`config.mk`:
```
export PLATFORM = sky130hd
export DESIGN_NAME = protobuf_roll_response_decoder
export DESIGN_NICKNAME = d
export VERILOG_FILES = /design/src/rtl/core/rrd_pkg.sv /design/src/rtl/core/rrd_front.sv /design/src/rtl/core/rrd_queue.sv /design/src/rtl/core/protobuf_roll_response_decoder.sv
export SDC_FILE = /design/constraint.sdc
export NUM_CORES = 1
export LEC_CHECK = 0
export BUFFER_PORTS_ARGS = -buffer_cell sky130_fd_sc_hd__buf_2
export CORE_MARGIN = 8
export CORE_UTILIZATION = 50
export DETAILED_ROUTE_END_ITERATION = 10
export MAX_ROUTING_LAYER = met4
export PLACE_DENSITY = 0.66
export SETUP_SLACK_MARGIN = 0.1
export SYNTH_ARGS = -nofsm -noshare
export SYNTH_HDL_FRONTEND = slang
export SYNTH_HIERARCHICAL = 1
export SYNTH_SLANG_ARGS = --single-unit
```
`constraint.sdc`:
```
create_clock -name clock -period 22.2 [get_ports clock]
set_input_delay 1.11 -clock clock [delete_from_list [all_inputs] [get_ports clock]]
set_output_delay 1.11 -clock clock [all_outputs]
set_load 0.02 [all_outputs]
```
`src/rtl/core/rrd_pkg.sv`:
```
// Shared types and codes of the roll response decoder.
package rrd_pkg;

   localparam logic [2:0] KIND_ID_BYTE  = 3'd0;
   localparam logic [2:0] KIND_ROLL     = 3'd1;
   localparam logic [2:0] KIND_DICE     = 3'd2;
   localparam logic [2:0] KIND_TOTAL    = 3'd3;
   localparam logic [2:0] KIND_MODIFIER = 3'd4;
   localparam logic [2:0] KIND_STATUS   = 3'd5;

   localparam logic [2:0] ST_OK        = 3'd0;
   localparam logic [2:0] ST_NO_ROLL   = 3'd1;
   localparam logic [2:0] ST_TRUNCATED = 3'd2;
   localparam logic [2:0] ST_TOO_LONG  = 3'd3;
   localparam logic [2:0] ST_OVERRUN   = 3'd4;

   localparam logic [2:0] WT_VARINT = 3'd0;
   localparam logic [2:0] WT_LEN    = 3'd2;

   typedef struct packed {
      logic [7:0] data_byte;
      logic       final_byte;
   } req_type;

   typedef struct packed {
      logic [2:0]         kind;
      logic signed [31:0] value;
      logic [2:0]         status;
      logic               last_result;
   } rsp_type;

endpackage

```
`src/rtl/core/rrd_front.sv`:
```
// Byte parser: decodes tags and varints and produces up to two results per request.
module rrd_front #(
   parameter int LENGTH_BITS      = 32,
   parameter int MAX_VARINT_BYTES = 10
) (
   input  logic            clock,
   input  logic            reset,
   input  logic            take,
   input  rrd_pkg::req_type req,
   output logic [1:0]      push_count,
   output rrd_pkg::rsp_type push0,
   output rrd_pkg::rsp_type push1
);
   import rrd_pkg::*;

   typedef enum logic [3:0] {
      OUT_TAG, OUT_LEN, OUT_VAL, OUT_SKIP,
      IN_TAG, IN_LEN, IN_VAL, IN_ID, IN_SKIP, IN_DICE, DRAIN
   } phase_type;

   localparam int CW = 4;

   phase_type              phase_ff, phase_in;
   logic [63:0]            acc_ff, acc_in;
   logic [CW-1:0]          cnt_ff, cnt_in;
   logic [28:0]            fn_ff, fn_in;
   logic [2:0]             wk_ff, wk_in;
   logic [LENGTH_BITS-1:0] nest_ff, nest_in, span_ff, span_in;
   logic                   seen_ff, seen_in;
   logic [2:0]             err_ff, err_in;

   logic [70:0]   shifted;
   logic [63:0]   tv;
   logic [CW-1:0] cnt_next;
   logic          vdone, vlong;

   always_comb begin
      shifted  = 71'(req.data_byte[6:0]) << (7'(cnt_ff) * 7'd7);
      tv       = (cnt_ff <= CW'(9)) ? (acc_ff | shifted[63:0]) : acc_ff;
      cnt_next = cnt_ff + CW'(1);
      vdone    = !req.data_byte[7];
      vlong    = req.data_byte[7] && (cnt_next >= CW'(MAX_VARINT_BYTES));
   end

   function automatic rsp_type mk(logic [2:0] k, logic [31:0] v, logic [2:0] s, logic l);
      rsp_type r;
      r.kind = k; r.value = v; r.status = s; r.last_result = l;
      return r;
   endfunction

   always_comb begin
      logic [63:0] f;
      logic [28:0] fn;
      logic [2:0]  wt;
      logic        in_roll, wide, inner;
      logic [2:0]  code;
      rsp_type     r0, r1;
      logic [1:0]  n;

      phase_in = phase_ff; acc_in = acc_ff; cnt_in = cnt_ff; fn_in = fn_ff; wk_in = wk_ff;
      nest_in = nest_ff; span_in = span_ff; seen_in = seen_ff; err_in = err_ff;
      r0 = mk(KIND_ID_BYTE, 32'd0, ST_OK, 1'b0);
      r1 = r0;
      n = 2'd0;
      f = tv >> 3;
      fn = (f > 64'h1FFFFFFF) ? 29'd0 : f[28:0];
      wt = tv[2:0];
      wide = (tv >> LENGTH_BITS) != 64'd0;
      inner = (phase_ff == IN_TAG);
      code = ST_OK;

      in_roll = phase_ff >= IN_TAG && phase_ff <= IN_DICE;
      if (in_roll && nest_ff != '0) nest_in = nest_ff - LENGTH_BITS'(1);

      // advance the varint for every phase that takes one
      if (phase_ff == OUT_TAG || phase_ff == IN_TAG || phase_ff == OUT_LEN ||
          phase_ff == OUT_VAL || phase_ff == IN_LEN || phase_ff == IN_VAL ||
          phase_ff == IN_DICE) begin
         if (vdone) begin
            acc_in = '0; cnt_in = '0;
         end else begin
            acc_in = tv; cnt_in = cnt_next;
         end
      end

      unique case (phase_ff)
         OUT_TAG, IN_TAG: begin
            if (vlong) begin
               err_in = ST_TOO_LONG; phase_in = DRAIN;
            end else if (vdone) begin
               fn_in = fn; wk_in = wt;
               if (!inner) begin
                  if (fn == 29'd1)
                     phase_in = (wt == WT_LEN) ? OUT_LEN : OUT_TAG;
                  else if (fn == 29'd2)
                     phase_in = (wt == WT_VARINT) ? OUT_VAL : OUT_TAG;
                  else
                     phase_in = (wt == WT_VARINT) ? OUT_VAL :
                                (wt == WT_LEN) ? OUT_LEN : OUT_TAG;
               end else begin
                  if (fn == 29'd1 || fn == 29'd2 || fn == 29'd3)
                     phase_in = (wt == WT_LEN) ? IN_LEN : IN_TAG;
                  else if (fn == 29'd4 || fn == 29'd8)
                     phase_in = (wt == WT_VARINT) ? IN_VAL : IN_TAG;
                  else
                     phase_in = (wt == WT_VARINT) ? IN_VAL :
                                (wt == WT_LEN) ? IN_LEN : IN_TAG;
               end
            end
         end
         OUT_LEN: begin
            if (vlong) begin
               err_in = ST_TOO_LONG; phase_in = DRAIN;
            end else if (vdone) begin
               if (wide) begin
                  err_in = ST_OVERRUN; phase_in = DRAIN;
               end else if (fn_ff == 29'd1) begin
                  r0 = mk(KIND_ROLL, tv[31:0], ST_OK, 1'b0); n = 2'd1;
                  if (tv == 64'd0) begin
                     seen_in = 1'b1; phase_in = OUT_TAG;
                  end else begin
                     nest_in = tv[LENGTH_BITS-1:0]; phase_in = IN_TAG;
                  end
               end else if (tv == 64'd0) begin
                  phase_in = OUT_TAG;
               end else begin
                  span_in = tv[LENGTH_BITS-1:0]; phase_in = OUT_SKIP;
               end
            end
         end
         OUT_VAL: begin
            if (vlong) begin
               err_in = ST_TOO_LONG; phase_in = DRAIN;
            end else if (vdone) phase_in = OUT_TAG;
         end
         OUT_SKIP: begin
            if (span_ff <= LENGTH_BITS'(1)) begin
               span_in = '0; phase_in = OUT_TAG;
            end else span_in = span_ff - LENGTH_BITS'(1);
         end
         IN_LEN: begin
            if (vlong) begin
               err_in = ST_TOO_LONG; phase_in = DRAIN;
            end else if (vdone) begin
               if (wide || tv > 64'(nest_in)) begin
                  err_in = ST_OVERRUN; phase_in = DRAIN;
               end else if (tv == 64'd0) phase_in = IN_TAG;
               else begin
                  span_in = tv[LENGTH_BITS-1:0];
                  phase_in = (fn_ff == 29'd1) ? IN_ID : (fn_ff == 29'd3) ? IN_DICE : IN_SKIP;
               end
            end
         end
         IN_VAL: begin
            if (vlong) begin
               err_in = ST_TOO_LONG; phase_in = DRAIN;
            end else if (vdone) begin
               if (fn_ff == 29'd4) begin
                  r0 = mk(KIND_TOTAL, tv[31:0], ST_OK, 1'b0); n = 2'd1;
               end else if (fn_ff == 29'd8) begin
                  r0 = mk(KIND_MODIFIER, tv[31:0], ST_OK, 1'b0); n = 2'd1;
               end
               phase_in = IN_TAG;
            end
         end
         IN_ID, IN_SKIP: begin
            if (phase_ff == IN_ID) begin
               r0 = mk(KIND_ID_BYTE, 32'(req.data_byte), ST_OK, 1'b0); n = 2'd1;
            end
            if (span_ff <= LENGTH_BITS'(1)) begin
               span_in = '0; phase_in = IN_TAG;
            end else span_in = span_ff - LENGTH_BITS'(1);
         end
         IN_DICE: begin
            if (span_ff != '0) span_in = span_ff - LENGTH_BITS'(1);
            if (vlong) begin
               err_in = ST_TOO_LONG; phase_in = DRAIN;
            end else begin
               if (vdone) begin
                  r0 = mk(KIND_DICE, tv[31:0], ST_OK, 1'b0); n = 2'd1;
               end
               if (span_in == '0) begin
                  if (!vdone) begin
                     err_in = ST_TRUNCATED; phase_in = DRAIN;
                  end else phase_in = IN_TAG;
               end
            end
         end
         default: ;
      endcase

      // close the roll message once its length is used up, or flag a cut-off item
      if (phase_in >= IN_TAG && phase_in <= IN_DICE && nest_in == '0) begin
         if (phase_in == IN_TAG && cnt_in == '0) begin
            seen_in = 1'b1; phase_in = OUT_TAG;
         end else begin
            err_in = ST_TRUNCATED; phase_in = DRAIN;
         end
      end

      if (req.final_byte) begin
         if (err_in != ST_OK) code = err_in;
         else if (phase_in == OUT_TAG && cnt_in == '0) code = seen_in ? ST_OK : ST_NO_ROLL;
         else if ((phase_in >= IN_TAG && phase_in <= IN_DICE) || phase_in == OUT_SKIP)
            code = ST_OVERRUN;
         else code = ST_TRUNCATED;
         if (n == 2'd0) r0 = mk(KIND_STATUS, 32'(code), code, 1'b1);
         else r1 = mk(KIND_STATUS, 32'(code), code, 1'b1);
         n = n + 2'd1;
         phase_in = OUT_TAG; acc_in = '0; cnt_in = '0; fn_in = '0; wk_in = '0;
         nest_in = '0; span_in = '0; seen_in = 1'b0; err_in = ST_OK;
      end

      push0 = r0;
      push1 = r1;
      push_count = take ? n : 2'd0;
   end

   always_ff @(posedge clock) begin
      if (reset) begin
         phase_ff <= OUT_TAG; acc_ff <= '0; cnt_ff <= '0; fn_ff <= '0; wk_ff <= '0;
         nest_ff <= '0; span_ff <= '0; seen_ff <= 1'b0; err_ff <= ST_OK;
      end else if (take) begin
         phase_ff <= phase_in; acc_ff <= acc_in; cnt_ff <= cnt_in; fn_ff <= fn_in;
         wk_ff <= wk_in; nest_ff <= nest_in; span_ff <= span_in; seen_ff <= seen_in;
         err_ff <= err_in;
      end
   end
endmodule

```
`src/rtl/core/rrd_queue.sv`:
```
// Four-entry result queue: takes up to two results a cycle and hands out one while rsp_stall is low.
module rrd_queue (
   input  logic             clock,
   input  logic             reset,
   input  logic [1:0]       push_count,
   input  rrd_pkg::rsp_type push0,
   input  rrd_pkg::rsp_type push1,
   output logic             has_room,
   output logic             rsp_valid,
   input  logic             rsp_stall,
   output rrd_pkg::rsp_type rsp_data
);
   import rrd_pkg::*;

   rsp_type    slot_ff [4];
   logic [1:0] wr_ff, rd_ff;
   logic [2:0] count_ff;
   logic       pop;

   assign rsp_valid = count_ff != 3'd0;
   assign rsp_data  = slot_ff[rd_ff];
   assign pop       = rsp_valid && !rsp_stall;
   assign has_room  = count_ff <= 3'd2;

   always_ff @(posedge clock) begin
      if (push_count != 2'd0) slot_ff[wr_ff] <= push0;
      if (push_count == 2'd2) slot_ff[wr_ff + 2'd1] <= push1;
      if (reset) begin
         wr_ff <= '0; rd_ff <= '0; count_ff <= '0;
      end else begin
         wr_ff    <= wr_ff + push_count;
         rd_ff    <= rd_ff + 2'(pop);
         count_ff <= count_ff + 3'(push_count) - 3'(pop);
      end
   end
endmodule

```
`src/rtl/core/protobuf_roll_response_decoder.sv`:
```
// Top level of the protobuf roll response decoder.
// Takes one byte request per cycle while not stalled and emits roll events: roll
// start (value is the nested length), id bytes, packed dice values, total and
// modifier, and on the final byte a status result (ok, no roll, truncated,
// varint too long, overrun) with last_result set. The parser accepts a request
// every cycle while the result queue has room for two results; results leave
// at one per cycle, so bursts of id or dice bytes that produce a result per
// byte plus a status sustain one request per cycle, and the output port sets
// the rate when it stalls.
module protobuf_roll_response_decoder #(
   parameter int LENGTH_BITS      = 32,
   parameter int MAX_VARINT_BYTES = 10
) (
   input  logic             clock,
   input  logic             reset,
   input  logic             req_valid,
   output logic             req_stall,
   input  rrd_pkg::req_type req_data,
   output logic             rsp_valid,
   input  logic             rsp_stall,
   output rrd_pkg::rsp_type rsp_data
);
   import rrd_pkg::*;

   logic       room, take;
   logic [1:0] push_count;
   rsp_type    push0, push1;

   // stall requests until the queue can hold the worst case of two results
   assign req_stall = !room;
   assign take      = req_valid && room;

   rrd_front #(.LENGTH_BITS(LENGTH_BITS), .MAX_VARINT_BYTES(MAX_VARINT_BYTES)) u_front (
      .clock(clock), .reset(reset), .take(take), .req(req_data),
      .push_count(push_count), .push0(push0), .push1(push1)
   );

   rrd_queue u_queue (
      .clock(clock), .reset(reset), .push_count(push_count), .push0(push0),
      .push1(push1), .has_room(room), .rsp_valid(rsp_valid), .rsp_stall(rsp_stall),
      .rsp_data(rsp_data)
   );
endmodule

```
==> impl_metrics.sql, run 1 <==
INSERT INTO impl_metrics (metric_group, metric, value, unit) VALUES
('power', 'total_switching_power', '500.4', 'uW'),
('placement', 'place.detailed.instances', '2487', ''),
('placement', 'post-dp-hpwl', '39710', 'um'),
('die', 'chipHeight', '214.5', 'um'),
('yosys', 'yosys_register_bits', '332', ''),
('routing', 'dr_total_vias', '16120', ''),
('yosys', 'avgSynthCellArea', '9.669', 'um^2'),
('cts', 'post_cts_resize_count', '0', ''),
('grt', 'grtUsageTotal', '25.70', '%'),
('timing', 'timing_worst_slew_pin_value', '1.232', 'ns'),
('timing', 'fin_crit_sh', '31.15', '%'),
('cells_and_area', 'flow.area_growth_from_synthesis', '8.309', '%'),
('setup_path', 'critical_path.cell_chain', 'inv_1 -> ha_1 -> nor4b_1 -> nand2_1 -> nor4_1 -> a21oi_1 -> nand2_1 -> o21ai_0 -> ha_1 -> nor2b_1 -> o211ai_1 -> a2111oi_0 -> a211oi_1 -> o31ai_1 -> nor3_1 -> o221a_2 -> or3b_1 -> mux2_4 -> o32ai_4 -> a31oi_1 -> nor3_1 -> mux2_2', ''),
('cts', 'latest_clock_arrival_within_the_worst_skew_pair', '0.58', 'ns'),
('power', 'leak_pwr', '0.007952', 'uW'),
('power', 'vdd_ir_drop_max', '0.06499', 'mV'),
('setup_path', 'critical_path_launch_point_type', 'flip-flop', ''),
('power', 'power.combinational.fraction', '20.8', '%'),
('cells_and_area', 'ff_latch_area', '0.008210', 'mm^2'),
('cells_and_area', 'fillers', '3462', ''),
('flow_run', 'maxCapViolations', '0', ''),
('die', 'dieArea', '0.04600', 'mm^2'),
('routing', 'avgViaCountPerCell', '6.301', ''),
('status', 'status', 'completed', ''),
('placement', 'port_buffer_count', '53', ''),
('die', 'initial_utilization', '50.84', '%'),
('grt', 'globalRoute.totalOverflow', '0', ''),
('setup_path', 'crit_family', 'simple AND/OR/NAND/NOR gates', ''),
('yosys', 'post_synth_instance_area', '0.01970', 'mm^2'),
('setup_path', 'cp_num_buf_inv', '1', ''),
('cts', 'cts_tree', 'yes', ''),
('cts', 'cts_root_buf', 'sky130_fd_sc_hd__clkbuf_16', ''),
('timing', 'timing.slew.headroom', '17.90', '%'),
('setup_path', 'timing.critical_path.fanout_max', '12', ''),
('setup_path', 'required_time_of_the_critical_path', '22.62', 'ns'),
('cells_and_area', 'multi_input_area', '0.01056', 'mm^2'),
('die', 'die_width', '214.5', 'um'),
('timing', 'final.setup_skew', '0.02852', 'ns'),
('power', 'switching_share', '30.81', '%'),
('yosys', 'post-synth-top-area-fraction', '23.79', '%'),
('timing', 'timing.final.max_slew_violations', '0', ''),
('cts', 'hold_buffers', '0', ''),
('power', 'share_seq_of_total_power', '41.5', '%'),
('setup_path', 'critical_path_end_type', 'flip-flop', ''),
('setup_path', 'crit_path_category', 'flip-flop to flip-flop', ''),
('yosys', 'synth_unique_cells', '96', ''),
('routing', 'detailedRoute.firstIterationViolations', '1516', ''),
('cts', 'max-clock-path-buffers', '3', ''),
('grt', 'maximum_number_of_pins_on_one_net_before_global_route_repair', '103', ''),
('cells_and_area', 'finalNonFillerCells', '2558', ''),
('grt', 'grt_pass1_vias', '15460', ''),
('yosys', 'yosysSeqAreaShare', '41.67', '%'),
('cells_and_area', 'finalNetCount', '2067', ''),
('yosys', 'synth_enable_flop_cells', '156', ''),
('setup_path', 'cpMaxStageDelayCell', 'sky130_fd_sc_hd__nor3_1', ''),
('yosys', 'synthArstFlopShare', '0', '%'),
('routing', 'detail_route.wl_per_cell', '23.04', 'um'),
('routing', 'drt.antenna.violating_nets', '0', ''),
('timing', 'totalNegativeSetupSlack', '0', 'ns'),
('cells_and_area', 'drive_gt1_share', '17.90', '%'),
('cts', 'post-cts-setup-buffer-count', '0', ''),
('setup_path', 'max_stage_delay', '0.64', 'ns'),
('placement', 'gp_routability_congestion', '1.008', ''),
('routing', 'wl', '58940', 'um'),
('yosys', 'ys_top_cells_by_area', 'sky130_fd_sc_hd__edfxtp_1, sky130_fd_sc_hd__dfxtp_1, sky130_fd_sc_hd__mux2_2', ''),
('routing', 'drt-pass1-iter-count', '5', ''),
('cts', 'cts.sink_count', '332', ''),
('yosys', 'number_of_warnings_reported_in_the_yosys_synthesis_log', '6', ''),
('worst_hold_path', 'worstHoldPathType', 'flip-flop to flip-flop', ''),
('timing', 'period_minus_slack', '6.916', 'ns'),
('power', 'internal_power', '1124', 'uW');
stage by stage:
| step | setup slack, ns | hold WS [ns] | power [uW] | util, % | instance area (um^2) |
|---|---|---|---|---|---|
| finish | 15.28 | 0.4751 | 1624 | 55.07 | 21330 |
| global route | 14.80 | 0.5154 | 1693 | 55.07 | 21330 |
| CTS | 15.45 | 0.4701 | 1637 | 55.06 | 21330 |
| detailed placement | 15.27 | 0.4588 | 1025 | 51.89 | 20100 |
| global placement | 15.40 | 0.4659 | 1022 | 51.89 | 20100 |
| floorplan | 14.83 | 0.4419 | 927.3 | - | 19800 |
path summary, 6_finish.rpt:
kind / start / endpoint / slack (ns) / depth (start not counted)
max: u_front/nest_ff[0] / u_queue/slot_ff[0][3] / 15.28 / 22
min: u_front/seen_ff / u_front/seen_ff / 0.48 / 2
max reg2reg: u_front/nest_ff[0] / u_queue/slot_ff[0][3] / 15.28 / 22
min reg2reg: u_front/seen_ff / u_front/seen_ff / 0.48 / 2
routing by layer:
metal | track usage [%] | up-vias | part of all wire, %
li1 | - | 7502 | -
met2 | 38.78 | 652 | 45
met4 | 14.37 | 0 | 5.8
met3 | 4.386 | 135 | 7.7
met5 | - | - | 0
met1 | 32.55 | 7828 | 42
registers in the layout, indices dropped and copies added, names as in the netlist:
register,cells
u_front/acc_ff,64
u_front/cnt_ff,4
u_front/err_ff,3
u_front/fn_ff,29
u_front/nest_ff,32
u_front/phase_ff,4
u_front/seen_ff,1
u_front/span_ff,32
u_queue/count_ff,3
u_queue/rd_ff,2
u_queue/slot_ff,156
u_queue/wr_ff,2
cell usage in the layout, fill, tap and decap left out, drive strengths merged, types with 5 or more instances in the layout:
cell type	n
nor4	48
o211ai	33
a2111oi	8
conb	30
nand4	21
nand3b	8
o21ai	49
xnor2	28
buf	81
and3	7
a21boi	7
nand3	29
dfxtp	176
a22oi	121
or4	20
and4	5
inv	54
nand2b	8
mux4	39
o221ai	5
a21o	12
ha	44
nand2	139
xor2	25
nor2	271
clkinv	15
a211oi	11
clkbuf	54
and2	11
a21oi	146
mux2	158
nor3	74
or3	18
nor2b	20
a31oi	16
o31ai	8
nor4b	13
edfxtp	156
cell type report:
class	instances	share of cell area (%)
Multi-Input combinational cell	1502	49.52
Sequential cell	332	38.49
Clock buffer	54	5.150
Tap cell	518	3.038
Timing Repair Buffer	81	2.241
Inverter	54	0.9502
Clock inverter	16	0.6041
Antenna cell	1	0.01173
synthesized netlist by cell type (21+ instances only):
| library cell | n |
|---|---|
| sky130_fd_sc_hd__nor2_1 | 270 |
| sky130_fd_sc_hd__dfxtp_1 | 176 |
| sky130_fd_sc_hd__edfxtp_1 | 156 |
| sky130_fd_sc_hd__a21oi_1 | 145 |
| sky130_fd_sc_hd__nand2_1 | 139 |
| sky130_fd_sc_hd__mux2_2 | 125 |
| sky130_fd_sc_hd__a22oi_1 | 121 |
| sky130_fd_sc_hd__clkbuf_1 | 100 |
| sky130_fd_sc_hd__nor3_1 | 73 |
| sky130_fd_sc_hd__inv_1 | 53 |
| sky130_fd_sc_hd__ha_1 | 44 |
| sky130_fd_sc_hd__o21ai_0 | 44 |
| sky130_fd_sc_hd__nor4_1 | 43 |
| sky130_fd_sc_hd__mux4_2 | 39 |
| sky130_fd_sc_hd__buf_4 | 38 |
| sky130_fd_sc_hd__o211ai_1 | 33 |
| sky130_fd_sc_hd__nand3_1 | 29 |
| sky130_fd_sc_hd__xnor2_1 | 28 |
| sky130_fd_sc_hd__xor2_1 | 25 |
| sky130_fd_sc_hd__buf_2 | 22 |
| sky130_fd_sc_hd__mux2_1 | 22 |
| sky130_fd_sc_hd__nand4_1 | 21 |
logic make-up (layout without fill, tap and decap cells):
logic type                 after synthesis  in the layout  synth area share, %
DFF                                    332            332                41.67
and+or+nand+nor                        712            712                17.71
xor gates and xnor gates                53             53                2.357
other                                    1             31              0.01904
muxes                                  198            198                13.75
buffers and inverters                  232            205                5.749
adders and majority gates               45             45                2.897
AOI/OAI and AO/OA                      464            464                15.84
worst reg2reg max path: cells and delay by family (launching register included):
family	cells	cell delay, ns
and+or+nand+nor	8	2.81
AOI/OAI and AO/OA	9	2.38
muxes	2	0.59
adders and majority gates	2	0.55
DFF	1	0.35
buffers and inverters	1	0.13
power groups by stage:
stage / clock, uW / sequential, uW / combinational, uW
6_report: 611 / 675 / 338
5_1_grt: 649 / 677 / 367
4_1_cts: 625 / 674 / 338
3_5_place_dp: 0 / 688 / 337
3_3_place_gp: 0 / 687 / 335
2_1_floorplan: 0 / 679 / 248
Note: power is estimated with default switching activity, not from simulation.
==> run 2, diff against run 1 <==
- ABC_AREA: default -> 1
- clock period: 22.2 -> 6.9 ns (I/O delays scaled with it)
==> impl_metrics.sql, run 2 <==
INSERT INTO impl_metrics (metric_group, metric, value, unit) VALUES
('status', 'status', 'completed', ''),
('grt', 'grtUsageTotal', '28.42', '%'),
('yosys', 'yosysSeqAreaShare', '38.69', '%'),
('cells_and_area', 'finish.instance_area', '0.02291', 'mm^2'),
('timing', 'setup_viol_count_final', '0', ''),
('die', 'chipHeight', '222.0', 'um'),
('die', 'initial_utilization', '50.57', '%'),
('cells_and_area', 'finalNetCount', '3136', ''),
('timing', 'highest_clock_frequency_the_design_can_meet', '169.7', 'MHz'),
('yosys', 'most_common_cell_in_the_synthesized_netlist', 'sky130_fd_sc_hd__nand2_1', ''),
('power', 'vdd_ir_drop_max', '0.2142', 'mV'),
('setup_path', 'critical_path_end_type', 'flip-flop', ''),
('timing', 'totalNegativeSetupSlack', '0', 'ns'),
('cts', 'hold_buffers', '0', ''),
('cts', 'post-cts-setup-buffer-count', '0', ''),
('cts', 'clk_slew_on_worst_s_h_paths', '0.06', 'ns'),
('yosys', 'yosys.area.top_type', 'sky130_fd_sc_hd__edfxtp_1', ''),
('yosys', 'yosys_register_bits', '332', ''),
('placement', 'post-dp-hpwl', '49270', 'um'),
('cells_and_area', 'antenna_cells_inserted', '0', ''),
('die', 'core', '0.04195', 'mm^2'),
('grt', 'grt_first_pass_wirelength', '109000', 'um'),
('cells_and_area', 'largest_reg_flops', '156', ''),
('cells_and_area', 'biggestRegsByFlops', 'u_queue/slot_ff: 156 flops, u_front/acc_ff: 64 flops', ''),
('cells_and_area', 'most-common-layout-cells', 'sky130_fd_sc_hd__nand2_1, sky130_fd_sc_hd__nor2_1, sky130_fd_sc_hd__inv_1, sky130_fd_sc_hd__o21ai_0, sky130_fd_sc_hd__a21oi_1', ''),
('yosys', 'avgSynthCellArea', '6.837', 'um^2'),
('setup_path', 'timing.critical_path.fanout_max', '30', ''),
('yosys', 'netlist_instances', '3103', ''),
('cts', 'cts_tree', 'yes', ''),
('placement', 'gp_routability_congestion', '0.9745', ''),
('setup_path', 'crit_path_category', 'flip-flop to flip-flop', ''),
('cells_and_area', 'layout_commonest_cell', 'sky130_fd_sc_hd__nand2_1', ''),
('yosys', 'ys_top_cells_by_area', 'sky130_fd_sc_hd__edfxtp_1, sky130_fd_sc_hd__dfxtp_1, sky130_fd_sc_hd__nand2_1', ''),
('placement', 'port_buffer_count', '53', ''),
('yosys', 'number_of_warnings_reported_in_the_yosys_synthesis_log', '6', ''),
('placement', 'detailed_place.area', '0.02164', 'mm^2'),
('cts', 'latest_clock_arrival_within_the_worst_skew_pair', '0.59', 'ns'),
('grt', 'globalRoute.totalOverflow', '0', ''),
('flow_run', 'maxCapViolations', '0', ''),
('timing', 'timing_worst_slew_pin_value', '1.205', 'ns'),
('yosys', 'synth-main-ff-cell', 'sky130_fd_sc_hd__dfxtp_1', ''),
('yosys', 'synth_unique_cells', '56', ''),
('setup_path', 'cpMaxStageDelayCell', 'sky130_fd_sc_hd__inv_1', ''),
('power', 'leak_pwr', '0.009318', 'uW'),
('worst_hold_path', 'worstHoldPathType', 'input port to flip-flop', ''),
('cells_and_area', 'max_flop_register', 'u_queue/slot_ff', ''),
('timing', 'grt_setup_unrepaired', 'false', ''),
('timing', 'final.setup_skew', '0.01866', 'ns'),
('yosys', 'synthTopCellsByCount', 'sky130_fd_sc_hd__nand2_1, sky130_fd_sc_hd__nor2_1, sky130_fd_sc_hd__inv_1', ''),
('routing', 'remaining_drc_errors', '0', ''),
('grt', 'antenna_violations_before_repair', '0', ''),
('routing', 'detailedRoute.firstIterationViolations', '2342', ''),
('yosys', 'synth_enable_flop_cells', '156', ''),
('timing', 'final-hold-violation-count', '0', ''),
('setup_path', 'worst_r2r_startpoint', 'u_front/nest_ff[0]', ''),
('cts', 'ctsHtreeMaxLevel', '2', ''),
('cells_and_area', 'flow.area_growth_from_synthesis', '7.974', '%'),
('timing', 'fin_crit_sh', '85.41', '%'),
('cts', 'cts_made_buffers', '40', ''),
('yosys', 'post-synth-top-area-fraction', '22.08', '%'),
('setup_path', 'worst_r2r_endpoint', 'u_queue/slot_ff[2][4]', ''),
('grt', 'maximum_number_of_pins_on_one_net_before_global_route_repair', '98', ''),
('setup_path', 'r2r_cells', '37', ''),
('yosys', 'post_synth_instance_area', '0.02121', 'mm^2'),
('cells_and_area', 'drive_gt1_share', '6.467', '%'),
('grt', 'grt_pass1_vias', '19280', ''),
('routing', 'drt.antenna.violating_nets', '0', ''),
('worst_hold_path', 'hold_depth', '4', ''),
('timing', 'period_minus_slack', '5.893', 'ns'),
('die', 'row_count', '75', ''),
('worst_hold_path', 'hold_path_startpoint', 'rsp_stall', ''),
('setup_path', 'top_cell_by_count_worst_path', 'sky130_fd_sc_hd__nand2_1', ''),
('setup_path', 'required_time_of_the_critical_path', '7.30', 'ns'),
('cts', 'post_cts_resize_count', '0', ''),
('routing', 'avgViaCountPerCell', '5.701', ''),
('setup_path', 'critical_path_launch_point_type', 'flip-flop', ''),
('setup_path', 'max_stage_delay', '0.46', 'ns'),
('setup_path', 'worstPathArrival', '6.29', 'ns'),
('worst_hold_path', 'whs_endpoint', 'u_queue/rd_ff[0]', ''),
('yosys', 'synthArstFlopShare', '0', '%'),
('routing', 'drt-pass1-iter-count', '6', ''),
('setup_path', 'setup.reg_to_reg.worst_slack', '1.01', 'ns'),
('routing', 'detail_route.wl_per_cell', '19.32', 'um'),
('die', 'top_level_ports', '54', ''),
('cts', 'max-clock-path-buffers', '3', ''),
('die', 'die_width', '222.0', 'um'),
('timing', 'timing.final.max_slew_violations', '0', ''),
('die', 'dieArea', '0.04928', 'mm^2'),
('routing', 'wl', '70460', 'um'),
('timing', 'timing.slew.headroom', '19.12', '%'),
('cts', 'cts.sink_count', '332', ''),
('routing', 'dr_total_vias', '20790', ''),
('power', 'totalPowerFinal', '6104', 'uW'),
('power', 'power_density', '266.5', 'mW/mm^2'),
('cts', 'cts_root_buf', 'sky130_fd_sc_hd__clkbuf_16', '');
-- run 2: cell count changes after synthesis, moves of 23 or more --
cell / before / now
sky130_fd_sc_hd__nand4_1: 21 / 44
sky130_fd_sc_hd__nor3_1: 73 / 20
sky130_fd_sc_hd__nand2_1: 139 / 761
sky130_fd_sc_hd__a21oi_1: 145 / 216
sky130_fd_sc_hd__o21ai_0: 44 / 297
sky130_fd_sc_hd__nand3_1: 29 / 144
sky130_fd_sc_hd__o21ai_1: 5 / 71
sky130_fd_sc_hd__inv_1: 53 / 314
sky130_fd_sc_hd__nor2_1: 270 / 443
sky130_fd_sc_hd__nor4_1: 43 / 10
sky130_fd_sc_hd__mux2_2: 125 / 0
sky130_fd_sc_hd__o22ai_1: 3 / 48
sky130_fd_sc_hd__mux4_2: 39 / 0
sky130_fd_sc_hd__a22oi_1: 121 / 3
-- run 2: layout make-up --
type                            instances  area (um^2)
Tap cell                              539        674.4
Multi-Input combinational cell       2284        10940
Fill cell                            4126        19040
Timing Repair Buffer                   93        593.1
Clock inverter                         19        175.2
Inverter                              327         1227
Clock buffer                           53         1090
Sequential cell                       332         8209
-- run 2: logic make-up (layout without fill, tap and decap cells) --
family,count (synthesis),in the layout,synth area share [%]
AO/OA/AOI/OAI,706,706,17.85
XOR/XNOR,40,40,1.651
adder cells (fa/ha/maj),45,45,2.689
buffers and inverters,516,492,10.60
flip-flops,332,332,38.69
other,1,30,0.01768
AND/OR/NAND/NOR,1463,1463,28.49
-- run 2: power by group --
group / switching [uW] / leakage [uW] / internal, uW / total [uW]
Sequential: 68.4 / 0.00281 / 2160 / 2230
Clock: 886 / 0.000619 / 1160 / 2050
Combinational: 1330 / 0.00589 / 490 / 1820
Total: 2290 / 0.00932 / 3820 / 6100
-- run 2: worst max-delay path, delay by kind of cell, from the launching register on --
kind | cells | cell delay, ns
AND/OR/NAND/NOR | 26 | 3.24
flip-flops | 1 | 0.33
AO/OA/AOI/OAI | 3 | 0.51
adder cells (fa/ha/maj) | 2 | 0.54
buffers and inverters | 6 | 1.09
-- run 2: worst max path at each step --
| stage | from | end | slack, ns | depth (start not counted) |
|---|---|---|---|---|
| after floorplan | u_front/cnt_ff[1] | u_queue/slot_ff[0][0] | 0.66 | 19 |
| after global placement | u_front/nest_ff[0] | u_queue/slot_ff[1][5] | 1.26 | 39 |
| after detailed placement | u_front/nest_ff[0] | u_queue/slot_ff[2][4] | 1.08 | 37 |
| after CTS | u_front/nest_ff[0] | u_queue/slot_ff[2][4] | 1.03 | 37 |
| after global routing | u_front/nest_ff[0] | u_queue/slot_ff[1][1] | 0.24 | 36 |
| final | u_front/nest_ff[0] | u_queue/slot_ff[2][4] | 1.01 | 37 |
-- run 2: per-layer routing --
metal | vias up | part of all wire [%] | track usage [%] | wire length (um)
met5 | - | 0 | - | 0
met4 | 0 | 3.4 | 10.09 | 2430
met3 | 165 | 7.6 | 4.603 | 5345
met2 | 857 | 45 | 44.61 | 31820
met1 | 9629 | 44 | 36.93 | 30860
li1 | 10140 | - | - | -
-- run 2: per-stage QoR --
step	instances	util, %	setup slack [ns]	hold WS [ns]
2_1_floorplan	3132	-	0.6558	0.4162
3_3_place_gp	3575	51.59	1.258	0.4325
3_5_place_dp	3575	51.59	1.080	0.4375
4_1_cts	3647	54.61	1.033	0.1081
5_1_grt	3647	54.61	0.2417	0.1429
6_report	3647	54.61	1.007	0.1382
